$ cat src/rtl/core/dpss_pkg.sv
`timescale 1ns / 1ps
`default_nettype none

package dpss_pkg;

    localparam int CFG_INDEX_W = 2;
    localparam int CFG_DATA_W  = 16;

    localparam logic [CFG_INDEX_W-1:0] CFG_CLEAR_WAIT   = 2'd0;
    localparam logic [CFG_INDEX_W-1:0] CFG_TOGGLE_DELAY = 2'd1;
    localparam logic [CFG_INDEX_W-1:0] CFG_ACK_WAIT     = 2'd2;
    localparam logic [CFG_INDEX_W-1:0] CFG_REACHED_WAIT = 2'd3;

    localparam logic [15:0] CLEAR_WAIT_RESET   = 16'd1000;
    localparam logic [7:0]  TOGGLE_DELAY_RESET = 8'd2;
    localparam logic [15:0] ACK_WAIT_RESET     = 16'd2000;
    localparam logic [15:0] REACHED_WAIT_RESET = 16'd5000;

    localparam logic [1:0] OP_TICK = 2'd0;
    localparam logic [1:0] OP_ON   = 2'd1;
    localparam logic [1:0] OP_OFF  = 2'd2;
    localparam logic [1:0] OP_MOVE = 2'd3;

    localparam logic [1:0] MODE_IDLE = 2'd0;
    localparam logic [1:0] MODE_ON   = 2'd1;
    localparam logic [1:0] MODE_OFF  = 2'd2;
    localparam logic [1:0] MODE_MOVE = 2'd3;

    localparam logic [2:0] PH_NONE  = 3'd0;
    localparam logic [2:0] PH_CLEAR = 3'd1;
    localparam logic [2:0] PH_DELAY = 3'd2;
    localparam logic [2:0] PH_ACK   = 3'd3;
    localparam logic [2:0] PH_REACH = 3'd4;

    localparam logic [2:0] PS_DISABLED = 3'd0;
    localparam logic [2:0] PS_READY    = 3'd1;
    localparam logic [2:0] PS_SWON     = 3'd2;
    localparam logic [2:0] PS_ENABLED  = 3'd3;
    localparam logic [2:0] PS_FAULT    = 3'd4;
    localparam logic [2:0] PS_UNKNOWN  = 3'd5;

    localparam logic [1:0] FIN_NONE    = 2'd0;
    localparam logic [1:0] FIN_OK      = 2'd1;
    localparam logic [1:0] FIN_TIMEOUT = 2'd2;

    localparam logic [15:0] SW_MASK_SHORT = 16'h004F;
    localparam logic [15:0] SW_MASK_LONG  = 16'h006F;
    localparam logic [15:0] SW_DISABLED   = 16'h0040;
    localparam logic [15:0] SW_READY      = 16'h0021;
    localparam logic [15:0] SW_SWON       = 16'h0023;
    localparam logic [15:0] SW_ENABLED    = 16'h0027;
    localparam logic [15:0] SW_FAULT      = 16'h0008;
    localparam logic [15:0] SW_REACHED    = 16'h0400;
    localparam logic [15:0] SW_ACK        = 16'h1000;

    localparam logic [15:0] CW_ZERO       = 16'h0000;
    localparam logic [15:0] CW_SHUTDOWN   = 16'h0006;
    localparam logic [15:0] CW_SWITCH_ON  = 16'h0007;
    localparam logic [15:0] CW_ENABLE     = 16'h000F;
    localparam logic [15:0] CW_FAULT_RST  = 16'h0080;
    localparam logic [15:0] CW_NEWSP      = 16'h0010;
    localparam logic [15:0] CW_REL        = 16'h0040;

    typedef struct packed {
        logic [15:0] clear_wait_limit;
        logic [7:0]  toggle_delay;
        logic [15:0] ack_wait_limit;
        logic [15:0] reached_wait_limit;
    } dpss_cfg_t;

    typedef struct packed {
        logic [1:0]         mode;
        logic [2:0]         phase;
        logic [15:0]        cnt;
        logic [15:0]        ctl;
        logic signed [31:0] tgt;
    } dpss_state_t;

endpackage

`default_nettype wire

$ cat src/rtl/core/dpss_step.sv
`timescale 1ns / 1ps
`default_nettype none

module dpss_step (
    input  dpss_pkg::dpss_cfg_t   cfg,
    input  dpss_pkg::dpss_state_t cur,
    input  logic [1:0]            opcode,
    input  logic [15:0]           status_word,
    input  logic signed [31:0]    move_target,
    output dpss_pkg::dpss_state_t nxt,
    output logic [2:0]            power_state,
    output logic [1:0]            finish_code
);
    import dpss_pkg::*;

    logic [15:0] sw_short;
    logic [15:0] sw_long;

    assign sw_short = status_word & SW_MASK_SHORT;
    assign sw_long  = status_word & SW_MASK_LONG;

    always_comb
    begin
        priority if (sw_short == SW_DISABLED)
            power_state = PS_DISABLED;
        else if (sw_long == SW_READY)
            power_state = PS_READY;
        else if (sw_long == SW_SWON)
            power_state = PS_SWON;
        else if (sw_long == SW_ENABLED)
            power_state = PS_ENABLED;
        else if (sw_short == SW_FAULT)
            power_state = PS_FAULT;
        else
            power_state = PS_UNKNOWN;
    end

    always_comb
    begin
        dpss_state_t s;
        logic        do_reach;
        logic        reached;
        logic [15:0] cnt_inc;

        s        = cur;
        do_reach = 1'b0;
        reached  = (status_word & SW_REACHED) != CW_ZERO;
        finish_code = FIN_NONE;

        if (cur.mode == MODE_IDLE && opcode != OP_TICK)
        begin
            s.mode = opcode;
            if (opcode == OP_MOVE)
            begin
                s.tgt   = move_target;
                s.phase = PH_CLEAR;
                s.cnt   = 16'd0;
            end
        end

        cnt_inc = s.cnt + 16'd1;

        unique case (s.mode)
            MODE_IDLE:
            begin
            end
            MODE_ON:
            begin
                if (power_state == PS_ENABLED)
                begin
                    s.mode      = MODE_IDLE;
                    finish_code = FIN_OK;
                end
                else
                begin
                    unique case (power_state)
                        PS_READY: s.ctl = CW_SWITCH_ON;
                        PS_SWON:  s.ctl = CW_ENABLE;
                        PS_FAULT: s.ctl = CW_FAULT_RST;
                        default:  s.ctl = CW_SHUTDOWN;
                    endcase
                end
            end
            MODE_OFF:
            begin
                if (power_state == PS_DISABLED)
                begin
                    s.mode      = MODE_IDLE;
                    finish_code = FIN_OK;
                end
                else
                begin
                    unique case (power_state)
                        PS_ENABLED: s.ctl = CW_SWITCH_ON;
                        PS_SWON:    s.ctl = CW_SHUTDOWN;
                        PS_FAULT:   s.ctl = CW_FAULT_RST;
                        default:    s.ctl = CW_ZERO;
                    endcase
                end
            end
            MODE_MOVE:
            begin
                unique case (s.phase)
                    PH_CLEAR:
                    begin
                        if (s.cnt >= cfg.clear_wait_limit || !reached)
                        begin
                            s.ctl = (s.ctl | CW_ENABLE) & ~(CW_REL | CW_NEWSP);
                            s.cnt = 16'd0;
                            if (cfg.toggle_delay == 8'd0)
                            begin
                                s.ctl   = s.ctl | CW_NEWSP;
                                s.phase = PH_ACK;
                            end
                            else
                                s.phase = PH_DELAY;
                        end
                        else
                            s.cnt = cnt_inc;
                    end
                    PH_DELAY:
                    begin
                        if (cnt_inc >= {8'd0, cfg.toggle_delay})
                        begin
                            s.ctl   = s.ctl | CW_NEWSP;
                            s.phase = PH_ACK;
                            s.cnt   = 16'd0;
                        end
                        else
                            s.cnt = cnt_inc;
                    end
                    PH_ACK:
                    begin
                        if (s.cnt >= cfg.ack_wait_limit
                            || (status_word & SW_ACK) != CW_ZERO)
                        begin
                            s.phase  = PH_REACH;
                            s.cnt    = 16'd0;
                            do_reach = 1'b1;
                        end
                        else
                            s.cnt = cnt_inc;
                    end
                    PH_REACH:
                        do_reach = 1'b1;
                    default:
                    begin
                        s.ctl   = s.ctl & ~CW_NEWSP;
                        s.mode  = MODE_IDLE;
                        s.phase = PH_NONE;
                        s.cnt   = 16'd0;
                    end
                endcase

                if (do_reach)
                begin
                    if (s.cnt >= cfg.reached_wait_limit || reached)
                    begin
                        finish_code = (s.cnt >= cfg.reached_wait_limit)
                                      ? FIN_TIMEOUT : FIN_OK;
                        s.ctl   = s.ctl & ~CW_NEWSP;
                        s.mode  = MODE_IDLE;
                        s.phase = PH_NONE;
                        s.cnt   = 16'd0;
                    end
                    else
                        s.cnt = s.cnt + 16'd1;
                end
            end
        endcase

        nxt = s;
    end

endmodule

`default_nettype wire

$ cat src/rtl/core/drive_power_state_sequencer_unit.sv
`timescale 1ns / 1ps
`default_nettype none

// Channel  Direction  Handshake           Payload
// in       input      in_valid/in_stall   opcode, status_word, move_target
// out      output     out_valid/out_stall control_word, target_out, power_state,
//                                         busy_res, finish_code
// cfg      input      cfg_we              cfg_index, cfg_data
//
// One item per cycle while out_stall is low; an item passes the input register
// then the result register, with the sequencer step between them.
// The sequencer state advances when an item moves from the input register
// into the result register.
// Reset clears the sequencer state, both valid flags and loads the default
// wait limits. An out_stall holds the result and backs up into in_stall.

module drive_power_state_sequencer_unit (
    input  wire logic                           clk,
    input  wire logic                           rst_n,
    input  wire logic                           in_valid,
    output logic                                in_stall,
    input  wire logic [1:0]                     opcode,
    input  wire logic [15:0]                    status_word,
    input  wire logic signed [31:0]             move_target,
    output logic                                out_valid,
    input  wire logic                           out_stall,
    output logic [15:0]                         control_word,
    output logic signed [31:0]                  target_out,
    output logic [2:0]                          power_state,
    output logic                                busy_res,
    output logic [1:0]                          finish_code,
    input  wire logic                           cfg_we,
    input  wire logic [dpss_pkg::CFG_INDEX_W-1:0] cfg_index,
    input  wire logic [dpss_pkg::CFG_DATA_W-1:0]  cfg_data
);
    import dpss_pkg::*;

    dpss_cfg_t          cfg_reg;
    dpss_state_t        state_reg;
    dpss_state_t        state_next;

    logic               in_valid_reg;
    logic [1:0]         opcode_reg;
    logic [15:0]        status_reg;
    logic signed [31:0] target_reg;

    logic               out_valid_reg;
    logic [15:0]        control_word_reg;
    logic signed [31:0] target_out_reg;
    logic [2:0]         power_state_reg;
    logic               busy_res_reg;
    logic [1:0]         finish_code_reg;

    logic               out_free;
    logic               advance;
    logic [2:0]         ps_next;
    logic [1:0]         fin_next;

    assign out_free = !out_valid_reg || !out_stall;
    assign advance  = in_valid_reg && out_free;
    assign in_stall = in_valid_reg && !out_free;

    dpss_step u_step (
        .cfg         (cfg_reg),
        .cur         (state_reg),
        .opcode      (opcode_reg),
        .status_word (status_reg),
        .move_target (target_reg),
        .nxt         (state_next),
        .power_state (ps_next),
        .finish_code (fin_next)
    );

    always_ff @(posedge clk or negedge rst_n)
    begin
        if (!rst_n)
        begin
            cfg_reg.clear_wait_limit   <= CLEAR_WAIT_RESET;
            cfg_reg.toggle_delay       <= TOGGLE_DELAY_RESET;
            cfg_reg.ack_wait_limit     <= ACK_WAIT_RESET;
            cfg_reg.reached_wait_limit <= REACHED_WAIT_RESET;
        end
        else if (cfg_we)
        begin
            unique case (cfg_index)
                CFG_CLEAR_WAIT:   cfg_reg.clear_wait_limit   <= cfg_data;
                CFG_TOGGLE_DELAY: cfg_reg.toggle_delay       <= cfg_data[7:0];
                CFG_ACK_WAIT:     cfg_reg.ack_wait_limit     <= cfg_data;
                CFG_REACHED_WAIT: cfg_reg.reached_wait_limit <= cfg_data;
            endcase
        end
    end

    always_ff @(posedge clk or negedge rst_n)
    begin
        if (!rst_n)
        begin
            in_valid_reg  <= 1'b0;
            out_valid_reg <= 1'b0;
            state_reg     <= '0;
        end
        else
        begin
            if (!in_stall)
                in_valid_reg <= in_valid;
            if (advance)
                state_reg <= state_next;
            if (out_free)
                out_valid_reg <= in_valid_reg;
        end
    end

    always_ff @(posedge clk)
    begin
        if (in_valid && !in_stall)
        begin
            opcode_reg <= opcode;
            status_reg <= status_word;
            target_reg <= move_target;
        end
        if (advance)
        begin
            control_word_reg <= state_next.ctl;
            target_out_reg   <= state_next.tgt;
            power_state_reg  <= ps_next;
            busy_res_reg     <= state_next.mode != MODE_IDLE;
            finish_code_reg  <= fin_next;
        end
    end

    assign out_valid    = out_valid_reg;
    assign control_word = control_word_reg;
    assign target_out   = target_out_reg;
    assign power_state  = power_state_reg;
    assign busy_res     = busy_res_reg;
    assign finish_code  = finish_code_reg;

`ifndef ASSERT_OFF
    a_phase_only_in_move: assert property (@(posedge clk) disable iff (!rst_n)
        state_reg.phase != PH_NONE |-> state_reg.mode == MODE_MOVE)
        else $error("move phase set outside move mode");

    a_finish_not_busy: assert property (@(posedge clk) disable iff (!rst_n)
        out_valid_reg && finish_code_reg != FIN_NONE |-> !busy_res_reg)
        else $error("finished result still busy");

    a_stall_needs_item: assert property (@(posedge clk) disable iff (!rst_n)
        in_stall |-> in_valid_reg && out_valid_reg)
        else $error("input stalled with room downstream");

    a_state_only_on_advance: assert property (@(posedge clk) disable iff (!rst_n)
        !advance |=> $stable(state_reg))
        else $error("sequencer state changed without an item");
`endif

endmodule

`default_nettype wire
$ cat config.mk
export PLATFORM = sky130hd
export DESIGN_NAME = drive_power_state_sequencer_unit
export DESIGN_NICKNAME = d
export VERILOG_FILES = /design/src/rtl/core/dpss_pkg.sv /design/src/rtl/core/dpss_step.sv /design/src/rtl/core/drive_power_state_sequencer_unit.sv
export SDC_FILE = /design/constraint.sdc
export NUM_CORES = 1
export LEC_CHECK = 0
export ABC_CLOCK_PERIOD_IN_PS = 6400
export BUFFER_PORTS_ARGS = -buffer_cell sky130_fd_sc_hd__buf_4
export CAP_MARGIN = 5
export CORE_MARGIN = 2
export CORE_UTILIZATION = 25
export CTS_CLUSTER_SIZE = 16
export DETAILED_ROUTE_END_ITERATION = 12
export GPL_TIMING_DRIVEN = 0
export PLACE_DENSITY = 0.52
export SLEW_MARGIN = 20
export SYNTH_ARGS = -nofsm -noshare
export SYNTH_HDL_FRONTEND = slang
export SYNTH_SLANG_ARGS = --single-unit
$ cat constraint.sdc
create_clock -name clk -period 6.4 [get_ports clk]
set_input_delay 0.96 -clock clk [delete_from_list [all_inputs] [get_ports clk]]
set_output_delay 0.96 -clock clk [all_outputs]
set_load 0.03 [all_outputs]
==> results.md, run 1 <==
* Run status: complete, no violations
* Drt via density at 4.60
* Largest net degree at the start of global routing at between 70 and 80
* Avg WL per Cell at ~17 um
* Initial DRC Count at around 590
* Pleak at approximately 0.0060 uW
* CTS Sinks at around 220
* GRT Util Overall at 0.135
* CTS tree: yes
* Post-route DRC violation count at 0
* Critical path's slowest cell: edfxtp_1
* Critical path endpoint: state_reg[48]$_DFFE_PN0P_
* Clock Tree Buf Depth at 3
* Worst reg2reg setup slack at slightly below 0.4 ns
* Hold Buf Count CTS at 0
* Fraction of registers with async set/reset at 0.570
* Starting Density at 0.253
* Share of cells above drive strength 1 at 0.243
* Core area at ~44000 sq um
* Proportion of netlist area held by the largest area contributor at 0.258
* Initial antenna violation count at 1
* Drt total wl at around 32000 um
* Clock root buffer: clkbuf_16
* Post-route setup slack at 0.385 ns
* First-pass GRT wire length at ~50000 um
* P per Cell Area at 320 nW/um^2
* Crit-path max cell delay at 0.45 ns
* Req. time, crit path at 6.87 ns
* Unrepaired setup endpoints after global routing: false
* Fin area at around 14000 sq um
* Pre-CTS WS at -2.04 ns
* # IOs at between 100 and 150
* Max Used Layer: met4
* Hold slack at 0.335 ns
* Clock Latency Late Sink at ~0.56 ns
* Crit Path Class: reg2reg
* Placement Rows at 77
* Clk slew on worst S/H paths at about 0.060 ns
* Netlist cell types at 84
* Area Overhead vs Synth at 26.0%
* CP Max Fanout at 10
* Top cells by area, synth: edfxtp_1 (26%), dfrtp_1 (24%), ha_1 (6.5%)
* Slew HR at 0.382
* RR Startpoint: opcode_reg[1]$_DFFE_PP_
* Kind of end point of the critical path: flip-flop
* Worst ir drop on vdd at between 0.0002 and 0.00025 V
* Final Slew Violations at 0
* Seq/Total Area, Yosys at 0.544
* Cells on worst reg2reg path at 32
* Hold Fails Final Rpt at 0
* Die X at 216 um
* H-tree lvl count at 1
* Total number of vias at ~8500
* Synthesis Warnings at 0
* Final ANT Viol Nets at 0
* IO Port Bufs at 120
* Worst R2R End: state_reg[48]$_DFFE_PN0P_
* Crit start category: flip-flop
* Vias in the first global route at between 8000 and 9000
* Cells after Synth at ~1100
* Die area at between 40000 and 50000 sq um
* Die height at between 200 and 250 um
* Final setup vio count at 0
* Post-synthesis net count at between 1000 and 1500
* TritonRoute pass-1 iters at 7
* Crit. Startpoint: opcode_reg[1]$_DFFE_PP_
* Commonest cells in the netlist: nand2_1 (190), dfrtp_1 (109), edfxtp_1 (96), nor2_1 (76), inv_1 (73)
* Total CTS buffers at 27
* GRT overflow at 0
* Synthesized area at between 10000 and 15000 sq um
* Post-synth EDFFs at 96
* Max Fclk at about 0.17 GHz
* Placer congestion estimate at 0.864
* Yosys reg bits at about 220
* Arr. time, crit path at ~6.5 ns
* Final core utilization at 0.319
* Cell taking the most area after synthesis: edfxtp_1
* Dpl cell area at ~13000 sq um
* WL met3 at approximately 1500 um
* Post-Syn Area per Cell at ~10 sq um
* Max FFs per register at 69
* Final Skew at 0.0136 ns
* Measured slew at the worst slew-check pin at 0.919 ns
* Most frequent cell after synthesis: nand2_1
* Worst min path class: in2async
* Fin nets at ~1400
* MaxCap Viol Count at 0
* Met2 WL post-DR at roughly 15000 um
* Synth Flop Type: dfrtp_1
* DP HPWL at roughly 23000 um
* Tcrit/Tclk final at 0.940
* Metal-1 WL at 14300 um
* Crit path time final at roughly 6.0 ns
[placed cells by master, fill, tap and decap left out, types with 4 or more instances in the layout]
master and count:
buf_4 143, dfrtp_1 108, and3_1 8, clkinv_1 8, o211ai_1 5, a21o_1 8
nand2_1 189, and2_1 28, nor3_1 14, buf_2 5, nand3b_1 4, nand3_1 20
o21ai_0 49, nor4_1 4, mux2_2 43, ha_1 57, clkinv_2 6, o31ai_1 5
a21oi_1 37, dfstp_2 18, or3_1 4, nor2b_1 6, o21ai_1 7, xnor2_1 12
nand2b_1 6, o21a_1 4, edfxtp_1 96, a22o_1 5, clkbuf_16 27, inv_1 73
nand4_1 9, nor2_1 73, a31oi_1 37, xor2_1 10, clkbuf_1 29
[worst max-delay path: cells and delay by family, from the launching register on]
family,cells,cell delay [ns]
AO/OA/AOI/OAI,13,2.37
adder cells (fa/ha/maj),3,0.72
buffers and inverters,5,0.67
flip-flops,1,0.45
AND/OR/NAND/NOR,11,1.73
[power breakdown]
group / switching [uW] / internal (uW)
clock: 610 / 828
sequential: 127 / 1820
combinational: 697 / 431
total: 1430 / 3080
[worst min path at each step]
stage / start / endpoint / cells past startpoint
final: rst_n / cfg_reg[21]$_DFFE_PN0P_ / 1
after global routing: rst_n / cfg_reg[21]$_DFFE_PN0P_ / 1
after CTS: rst_n / cfg_reg[21]$_DFFE_PN0P_ / 1
after detailed placement: state_reg[41]$_DFFE_PN0P_ / state_reg[41]$_DFFE_PN0P_ / 1
after global placement: state_reg[46]$_DFFE_PN0P_ / state_reg[46]$_DFFE_PN0P_ / 1
after floorplan: state_reg[37]$_DFFE_PN0P_ / state_reg[37]$_DFFE_PN0P_ / 1
[per-layer routing]
layer  global-route usage  vias up
li1                     -     4121
met1                0.180     4152
met2                0.221      205
met3               0.0251       51
met4               0.0469        0
met5                    0        -
[logic make-up (layout without fill, tap and decap cells)]
family,after synthesis,count (layout),synth area share
simple gates,399,400,0.168
flops,223,223,0.544
compound gates,202,202,0.119
buf+inv,117,310,0.0416
fa+ha+maj,58,58,0.0649
mux,46,46,0.0460
xor+xnor,22,22,0.0172
other cells,0,1,0
[layout make-up]
class	instances	area, sq um
fillers	4524	30100
flip-flops and latches	223	6080
multi-input cells	728	4780
repair buffers	146	1160
well taps	592	741
clock buffers	35	716
inverters	74	278
plain buffers	40	234
clock inverters	15	106
diodes	1	2.50
[metrics by stage]
step | instances | TNS, ns | total power, uW
3_3_place_gp | 1779 | -44.16 | 3020
4_1_cts | 1840 | 0 | 4550
2_1_floorplan | 1067 | 0 | 2660
5_1_grt | 1854 | 0 | 4790
3_5_place_dp | 1782 | -40.68 | 3050
6_report | 1854 | 0 | 4520
[timing repair]
item                                    CTS  global route
hold endpoints to repair                  0             0
resized for setup                        33            26
pin swaps                                 9            17
cloned                                    1             0
setup buffers                             9            14
endpoints found under the setup margin   25            25
Power figures use the tool's default switching activity.
==> run 2, diff against run 1 <==
- ABC_AREA: unset -> 1
- TNS_END_PERCENT: unset -> 100
==> results.md, run 2 <==
* Dpl cell area at 13300 sq um (+3.0%)
* Pre-CTS WS at -0.681 ns (+1.36 ns)
* Most frequent cell after synthesis: nand2_1
* Cells after Synth at 1307 (+22%)
* Synthesized area at 11600 sq um (+3.4%)
* Placement Rows at 78 (+1.3%)
* Critical path's slowest cell: edfxtp_1
* Die height at 219 um (+1.6%)
* Final setup vio count at 0 (unchanged)
* Crit start category: flip-flop
* CTS Sinks at 223 (unchanged)
* TritonRoute pass-1 iters at 5 (-2)
* Measured slew at the worst slew-check pin at 0.665 ns (-0.253 ns)
* Die area at 48000 sq um (+3.3%)
* Commonest non-fill, non-tap cells in the layout: nand2_1 (268), inv_1 (202), o21ai_0 (156)
* P per Cell Area at 409 nW/um^2 (+28%)
* Netlist cell types at 50 (-40%)
* Initial DRC Count at 780 (+32%)
* Top cells by area, synth: edfxtp_1 (25%), dfrtp_1 (24%), nand2_1 (8.7%)
* IO Port Bufs at 120 (unchanged)
* Drt via density at 4.51 (-1.9%)
* Synthesis Warnings at 0 (unchanged)
* Die X at 219 um (+1.6%)
* Area Overhead vs Synth at 22.6%
* Max FFs per register at 69 (unchanged)
* Core area at 45500 sq um (+2.8%)
* Seq/Total Area, Yosys at 0.526 (-0.0177)
* # IOs at 129 (unchanged)
* GR Layer Usage met3 at 0.0146 (-0.0105)
* Post-route DRC violation count at 0 (unchanged)
* H-tree lvl count at 1 (unchanged)
* Req. time, crit path at 6.86 ns (about the same)
* Tcrit/Tclk final at 0.919 (-0.0208)
* Overall Power at 5800 uW (+28%)
* Largest net degree at the start of global routing at 91 (+28%)
* # diodes at 0 (-1)
* Clk slew on worst S/H paths at 0.06 ns (about the same)
* CTS tree: yes
* Unrepaired setup endpoints after global routing: false
* Fin area at 14200 sq um (+0.56%)
* Crit-path max cell delay at 0.36 ns (-0.09 ns)
* Arr. time, crit path at 6.35 ns (-0.13 ns)
* MaxCap Viol Count at 0 (unchanged)
* Avg WL per Cell at 15.5 um (-8.8%)
* DP HPWL at 24400 um (+7.8%)
* Clock Tree Buf Depth at 3 (unchanged)
* Worst ir drop on vdd at 0.000182 V (-11%)
* Kind of end point of the critical path: flip-flop
* Post-route setup slack at 0.518 ns (+0.133 ns)
* Post-synthesis net count at 1438 (+20%)
* Final core utilization at 0.312 (-0.00708)
* Synth Flop Type: dfrtp_1
* Crit path time final at 5.88 ns (-0.133 ns)
* Drt total wl at 32200 um (+2.2%)
* Proportion of netlist area held by the largest area contributor at 0.249 (-0.00839)
* Final Slew Violations at 0 (unchanged)
* Hold Fails Final Rpt at 0 (unchanged)
* Commonest cells in the netlist: nand2_1 (269), inv_1 (205), o21ai_0 (156), dfrtp_1 (109), edfxtp_1 (96)
* GRT Util Overall at 0.134 (-0.00140)
* Met2 Track Usage GR at 0.226 (+0.00487)
* Most common cell after layout, fill and taps aside: nand2_1
* Cell taking the most area after synthesis: edfxtp_1
* Initial antenna violation count at 0 (-1)
* Vias in the first global route at 8976 (+3.0%)
* Post-Syn Area per Cell at 8.85 sq um (-16%)
* Worst min path class: in2async
* Total number of vias at 9379 (+10%)
* Total CTS buffers at 25 (-7.4%)
* Crit Path Class: reg2reg
* Starting Density at 0.254 (+0.00129)
* Hold Buf Count CTS at 0 (unchanged)
* Clock root buffer: clkbuf_16
* Share of cells above drive strength 1 at 0.170 (-0.0730)
* Pleak at 0.00643 uW (+7.2%)
* Final Skew at 0.0138 ns (+0.000143 ns)
* Clock Latency Late Sink at 0.55 ns (about the same)
* Run status: complete, no violations
* Busiest grt layer: met2
* CP most frequent cell: nand2_1
* Max Fclk at 0.170 GHz (+2.3%)
* Slew HR at 0.556 (+0.175)
* Post-synth EDFFs at 96 (unchanged)
* Fin nets at 1591 (+16%)
* GR Layer Usage met1 at 0.179 (-0.000748)
* GRT overflow at 0 (unchanged)
* Fraction of registers with async set/reset at 0.570 (unchanged)
* CP Max Fanout at 19 (+9)
* Placer congestion estimate at 0.929 (+7.5%)
* Yosys reg bits at 223 (unchanged)
* First-pass GRT wire length at 50300 um (+1.3%)
* Fillers at 4834 (+6.9%)
* Final ANT Viol Nets at 0 (unchanged)
[run 2: changes by cell type in the layout (fill, tap and decap cells not counted), moves of 18 or more]
cell and delta:
o21ai_0 +107, nand3_1 +44, nand2_1 +79, nor2_1 +18
mux2_2 -43, a21oi_1 +23, a31oi_1 -25, inv_1 +129
and2_1 -28, nand4_1 +18
[run 2: where the power goes]
group	switching (uW)	total, uW	internal [uW]
Combinational	1600	2360	762
Clock	605	1410	808
Sequential	165	2030	1870
[run 2: final cells by class]
type                       instances  area [sq um]  share of cell area
sequential                       223          6080               0.429
multi-input combinational        827          4520               0.318
timing repair buffer             130          1040              0.0731
inverter                         215           816              0.0575
tap                              600           751              0.0529
clock buffer                      32           692              0.0488
buffer                            38           175              0.0124
clock inverter                    14           111             0.00785
[run 2: path summary, 6_finish.rpt]
kind	start	to	slack, ns	cells past startpoint
setup / recovery	opcode_reg[1]$_DFFE_PP_	state_reg[56]$_DFFE_PN0P_	0.52	42
hold / removal	rst_n	state_reg[41]$_DFFE_PN0P_	0.29	1
setup reg to reg	opcode_reg[1]$_DFFE_PP_	state_reg[56]$_DFFE_PN0P_	0.52	42
hold reg to reg	in_valid_reg$_DFFE_PN0N_	out_valid$_DFFE_PN0N_	0.48	2
max in group asynchronous	rst_n	cfg_reg[46]$_DFFE_PN1P_	5.29	2
min in group clk	in_valid_reg$_DFFE_PN0N_	out_valid$_DFFE_PN0N_	0.48	2
[run 2: logic make-up (layout without fill, tap and decap cells)]
logic type | after synthesis | after routing | synth area share
and+or+nand+nor | 503 | 503 | 0.200
AOI/OAI and AO/OA | 260 | 260 | 0.121
xor gates and xnor gates | 6 | 6 | 0.00519
adders and majority gates | 58 | 58 | 0.0628
DFF | 223 | 223 | 0.526
buffers and inverters | 257 | 429 | 0.0852
[run 2: layer usage]
| layer | wire, um | up-vias | share of wire |
|---|---|---|---|
| met4 | 925 | 0 | 0.029 |
| met2 | 15700 | 187 | 0.49 |
| met3 | 1300 | 42 | 0.040 |
| met5 | 0 | - | 0 |
| met1 | 14300 | 4507 | 0.44 |
| li1 | - | 4643 | - |
[run 2: through the flow]
stage	TNS [ns]	hold slack, ns	std cells
after global placement	-9.93	0.457	2027
after floorplan	0	0.448	1307
after detailed placement	-11.63	0.466	2030
after CTS	0	0.277	2075
final	0	0.293	2079
after global routing	0	0.302	2079
[run 2: timing repair]
item                                    CTS  global route
gates resized for setup                   9             8
endpoints found under the setup margin   23            22
buffers inserted                          0             7
pin swaps                                 0             2
[run 2: worst max-delay path, delay by kind of cell (launching register included)]
kind | cells | cell delay [ns]
flip-flops | 1 | 0.36
buffers and inverters | 8 | 0.99
AND/OR/NAND/NOR | 26 | 2.93
adder cells (fa/ha/maj) | 3 | 0.72
AO/OA/AOI/OAI | 5 | 0.78
